`src/hdl/cva_pkg.sv`:
```
// ----------------------------------------------------------------------------
// Cost volume accumulate package
// Item types, field widths, register indexes and divider sizing shared by
// the cost volume accumulate modules.
// ----------------------------------------------------------------------------
package cva_pkg;

   localparam int CH_W       = 16;
   localparam int COST_W     = 48;
   localparam int HIT_W      = 16;
   localparam int DIVD_W     = COST_W + HIT_W;
   localparam int DIV_BITS   = 2;
   localparam int DIV_STAGES = COST_W / DIV_BITS;
   localparam int CSR_ADDR_W = 3;
   localparam int CSR_DATA_W = 32;

   localparam logic [HIT_W-1:0]  HIT_MAX  = '1;
   localparam logic [COST_W-1:0] COST_MAX = '1;

   localparam logic REG_NORM_MODE      = 1'b0;
   localparam logic REG_SINGLE_CHANNEL = 1'b1;

   typedef struct packed {
      logic [9:0]      pixel_index;
      logic [4:0]      layer;
      logic            valid_req;
      logic [CH_W-1:0] warped_c0;
      logic [CH_W-1:0] warped_c1;
      logic [CH_W-1:0] warped_c2;
      logic [CH_W-1:0] ref_c0;
      logic [CH_W-1:0] ref_c1;
      logic [CH_W-1:0] ref_c2;
   } req_item_type;

   typedef struct packed {
      logic [COST_W-1:0] cost_value;
      logic [HIT_W-1:0]  hit_count;
      logic              updated;
   } rsp_item_type;

endpackage

```
`src/hdl/cva_div.sv`:
```
// ----------------------------------------------------------------------------
// Cost volume pipelined divider
// Restoring division of a 64-bit dividend by a 16-bit divisor, two quotient
// bits per stage, with a tag carried alongside each item.
// ----------------------------------------------------------------------------
module cva_div #(
   parameter int TAG_W = 8
) (
   input  logic                        clock,
   input  logic                        reset,
   input  logic                        in_vld,
   input  logic [cva_pkg::DIVD_W-1:0]  in_dividend,
   input  logic [cva_pkg::HIT_W-1:0]   in_divisor,
   input  logic [TAG_W-1:0]            in_tag,
   output logic                        out_vld,
   output logic [cva_pkg::COST_W-1:0]  out_quot,
   output logic [TAG_W-1:0]            out_tag
);

   import cva_pkg::*;

   logic [DIV_STAGES:0] vld_ff;
   logic [DIVD_W-1:0]   work_ff [DIV_STAGES+1];
   logic [DIVD_W-1:0]   work_in [DIV_STAGES+1];
   logic [HIT_W-1:0]    dsr_ff  [DIV_STAGES+1];
   logic [TAG_W-1:0]    tag_ff  [DIV_STAGES+1];

   // The upper part holds the partial remainder, the lower part the dividend
   // bits still to come, which are replaced by quotient bits.
   function automatic logic [DIVD_W-1:0] div_step(input logic [DIVD_W-1:0] w,
                                                  input logic [HIT_W-1:0]  d);
      logic [HIT_W:0]    r;
      logic [HIT_W:0]    diff;
      logic [DIVD_W-1:0] res;
      r    = {w[DIVD_W-1 -: HIT_W], w[COST_W-1]};
      diff = r - {1'b0, d};
      if (r >= {1'b0, d}) begin
         res = {diff[HIT_W-1:0], w[COST_W-2:0], 1'b1};
      end else begin
         res = {r[HIT_W-1:0], w[COST_W-2:0], 1'b0};
      end
      return res;
   endfunction

   always_comb begin
      work_in[0] = in_dividend;
      for (int k = 1; k <= DIV_STAGES; k++) begin
         work_in[k] = work_ff[k-1];
         for (int b = 0; b < DIV_BITS; b++) begin
            work_in[k] = div_step(work_in[k], dsr_ff[k-1]);
         end
      end
   end

   always_ff @(posedge clock) begin
      if (reset) begin
         vld_ff <= '0;
      end else begin
         vld_ff <= {vld_ff[DIV_STAGES-1:0], in_vld};
      end
   end

   always_ff @(posedge clock) begin
      work_ff[0] <= work_in[0];
      dsr_ff[0]  <= in_divisor;
      tag_ff[0]  <= in_tag;
      for (int k = 1; k <= DIV_STAGES; k++) begin
         work_ff[k] <= work_in[k];
         dsr_ff[k]  <= dsr_ff[k-1];
         tag_ff[k]  <= tag_ff[k-1];
      end
   end

   assign out_vld  = vld_ff[DIV_STAGES];
   assign out_quot = work_ff[DIV_STAGES][COST_W-1:0];
   assign out_tag  = tag_ff[DIV_STAGES];

endmodule

```
`config.mk`:
```
export PLATFORM = sky130hd
export DESIGN_NAME = cva_div
export DESIGN_NICKNAME = d
export VERILOG_FILES = /design/src/hdl/cva_pkg.sv /design/src/hdl/cva_div.sv
export SDC_FILE = /design/constraint.sdc
export NUM_CORES = 2
export LEC_CHECK = 0
export BUFFER_PORTS_ARGS = -buffer_cell sky130_fd_sc_hd__buf_2
export CAP_MARGIN = 0
export CORE_MARGIN = 2
export CORE_UTILIZATION = 65
export CTS_CLUSTER_SIZE = 25
export DETAILED_ROUTE_END_ITERATION = 16
export MAX_ROUTING_LAYER = met4
export PLACE_DENSITY_LB_ADDON = 0.3
export SLEW_MARGIN = 20
export SYNTH_ARGS = -nofsm -noshare
export SYNTH_HDL_FRONTEND = slang
export SYNTH_SLANG_ARGS = --single-unit
```
`constraint.sdc`:
```
create_clock -name clock -period 10.5 [get_ports clock]
set_input_delay 0.525 -clock clock [delete_from_list [all_inputs] [get_ports clock]]
set_output_delay 0.525 -clock clock [all_outputs]
set_load 0.1 [all_outputs]
```
==> qor.yml <==
outcome: "finished, final reports clean"
worstPathMaxFanout: 17
chipWidth_um: 374
met3WireLength_mm: 8.84
grt_pass1_wl_mm: 310
dpl_cell_area_mm2: 0.0914
dieHeight_um: 374
relSlewSlack_pct: 31.2
rrSetupSlack_ns: 3.89
ys_warn_count: 0
drtIter0Drc: 4260
initial_core_util_pct: 65.7
layout-drive-gt1-share_pct: 12.4
drc_errors: 0
clockRootBuffer: "clkbuf_16"
cp.arrival_ns: 7.32
cts_buffers: 202
max_stage_delay_ns: 0.74
syn2layout_area_growth_pct: 11.7
postLayoutCoreUtil_pct: 73.3
crit_slowest_cell: "o311ai_0"
fin_area_mm2: 0.0995
max-cap-violations: 0
synth.ff_latch_count: 2193
crit_start: "dsr_ff[0][1]"
rsz0062_at_grt: "no"
synth.top_cell.area_share_pct: 49.3
htree_levels: 4
diodes: 0
grt_use_total_pct: 27.8
io_buffers: 147
vias: 61200
fin_nets: 9633
cp.required_ns: 11.22
grt_pass1_vias: 60700
hold_slack_ns: 0.0991
highest_layer: "met4"
r2r_cells: 19
met2_length_mm: 91.7
yosys.area.top_type: "dfxtp_1"
postSynthAreaPerCell_um2: 10.6
worstSetupStartpointType: "flip-flop"
clock_skew_ns: 0.0616
synth_edf_count: 0
endpoint: "work_ff[0][113]"
via_per_inst: 5.73
numClockSinks: 2193
whs_path_depth: 2
finalHoldViolations: 0
finalSetupTns_ns: 0
rows: 135
antenna_found_initial: 2
setup_violations: 0
die-area_mm2: 0.140
netlist_area_mm2: 0.0891
yosys-top-cells-area: "dfxtp_1 49%, ha_1 11%, mux2_2 6.3%, xnor2_1 3.5%, inv_1 2.8%"
grt_max_degree: 29
cts_tree: "yes"
gp_congestion: 0.930
worst_pin_slew_ns: 1.03
postRouteAntennaNets: 0
hpwl_mm: 141
critical_path_class: "reg2reg"
ys_seq_area_share_pct: 49.3
ys.flop_type: "dfxtp_1"
syn_nets: 9311
cts.clk_slew.worst_paths_ns: 0.06
post_cts_resized: 0
reg2reg_to: "work_ff[0][113]"
min_path_type: "in2reg"
path_cells: "inv_1 -> ha_1 -> nor2b_1 -> o21a_1 -> o21ai_0 -> a21oi_1 -> nor3_1 -> o21a_1 -> clkinv_1 -> mux2_2 -> ha_1 -> a211oi_1 -> inv_1 -> o311ai_0 -> o31ai_1 -> a221o_1 -> a21boi_0 -> o211ai_2 -> mux2_2"
critPathCaptureType: "flip-flop"
async_flop_share_pct: 0
drv_slew: 0
clockBufferDepth: 3
ios: 148
drt_pre_antenna_iters: 6
synth.distinct_cells: 103
rr_startpoint: "dsr_ff[0][1]"
grt.overflow.total: 0
drt-total-wl_mm: 193
wire_per_inst_um: 18.0
wl_met1_mm: 86.2
synthCells: 8405
clk_latency_ns: 0.84
fin_crit_sh_pct: 62.9
coreArea_mm2: 0.136
fin_crit_ns: 6.61
max_freq_mhz: 151
-- worst min path at each step --
stage / from / end / slack, ns
2_1_floorplan: tag_ff[0][2] / tag_ff[0][10] / 0.31
3_3_place_gp: tag_ff[1][5] / tag_ff[1][13] / 0.31
3_5_place_dp: work_ff[0][679] / work_ff[0][745] / 0.31
4_1_cts: reset / vld_ff[18] / 0.05
5_1_grt: reset / vld_ff[18] / 0.09
6_report: reset / vld_ff[18] / 0.1
-- worst max-delay path: cells and delay by family, from the launching register on --
kind / cells / cell delay (ns)
compound gates: 10 / 3.37
mux: 2 / 0.90
buf+inv: 3 / 0.81
fa+ha+maj: 2 / 0.62
simple gates: 2 / 0.47
flops: 1 / 0.31
-- logic make-up after synthesis --
kind of cell	share of synthesized area, %
buf+inv	3.74
fa+ha+maj	11.8
compound gates	13.7
flops	49.3
simple gates	8.99
xor+xnor	5.31
mux	7.11
-- area by class of cell --
cell class	instances	area [um^2]
Fill cell	9437	36100
Multi-Input combinational cell	5402	41800
Sequential cell	2193	43900
Timing Repair Buffer	253	1750
Clock buffer	260	5590
Inverter	675	2530
Clock inverter	113	1640
Tap cell	1781	2230
-- flip-flops by register name, indices dropped and copies added (netlist names) --
register  flops
dsr_ff      384
work_ff    1584
tag_ff      200
vld_ff       25
-- layout by cell type (no fill, tap or decap), types with 187 or more instances in the layout --
cell type | synthesis | final
a21o_1 | 199 | 199
a21oi_1 | 494 | 494
clkbuf_16 | 0 | 203
dfxtp_1 | 2193 | 2193
ha_1 | 768 | 768
inv_1 | 666 | 666
mux2_2 | 497 | 497
nand2_1 | 385 | 385
nor2_1 | 468 | 468
o21ai_0 | 336 | 336
xnor2_1 | 353 | 353
xor2_1 | 187 | 187
-- cells in the mapped netlist (all sizes together) (26+ instances only) --
cell type and n:
dfxtp 2193, ha 768, inv 669, mux2 506
a21oi 497, nor2 468, nand2 385, xnor2 353
o21ai 344, a21o 199, xor2 187, nor3 155
o21a 139, nand3 116, nand4 107, nor2b 101
buf 87, o21bai 85, a211oi 75, a31oi 60
mux2i 60, and3 53, o31ai 53, or3 52
o211ai 49, clkbuf 48, nand2b 48, fa 47
nor4 38, o31a 32, a211o 28, or2 26
-- layer usage --
metal	vias up	GRT usage (%)
met4	0	8.88
met3	395	3.59
met5	-	-
li1	30200	-
met1	29000	35.3
met2	1559	46.1
-- metrics by stage --
stage                     worst slack (ns)  instances
after floorplan                       5.06       8405
after global placement                4.15      10200
after detailed placement              3.98      10200
after CTS                             3.92      10700
after global routing                  3.30      10700
final                                 3.89      10700
-- what timing repair did --
item,4_1_cts,5_1_grt
hold buffers,89,0
setup buffers,0,0
endpoints found under the hold margin,89,0
Power is left out: the tool's default activity adds up to more than one toggle a clock period on the data nets, which glitch-free logic cannot reach.
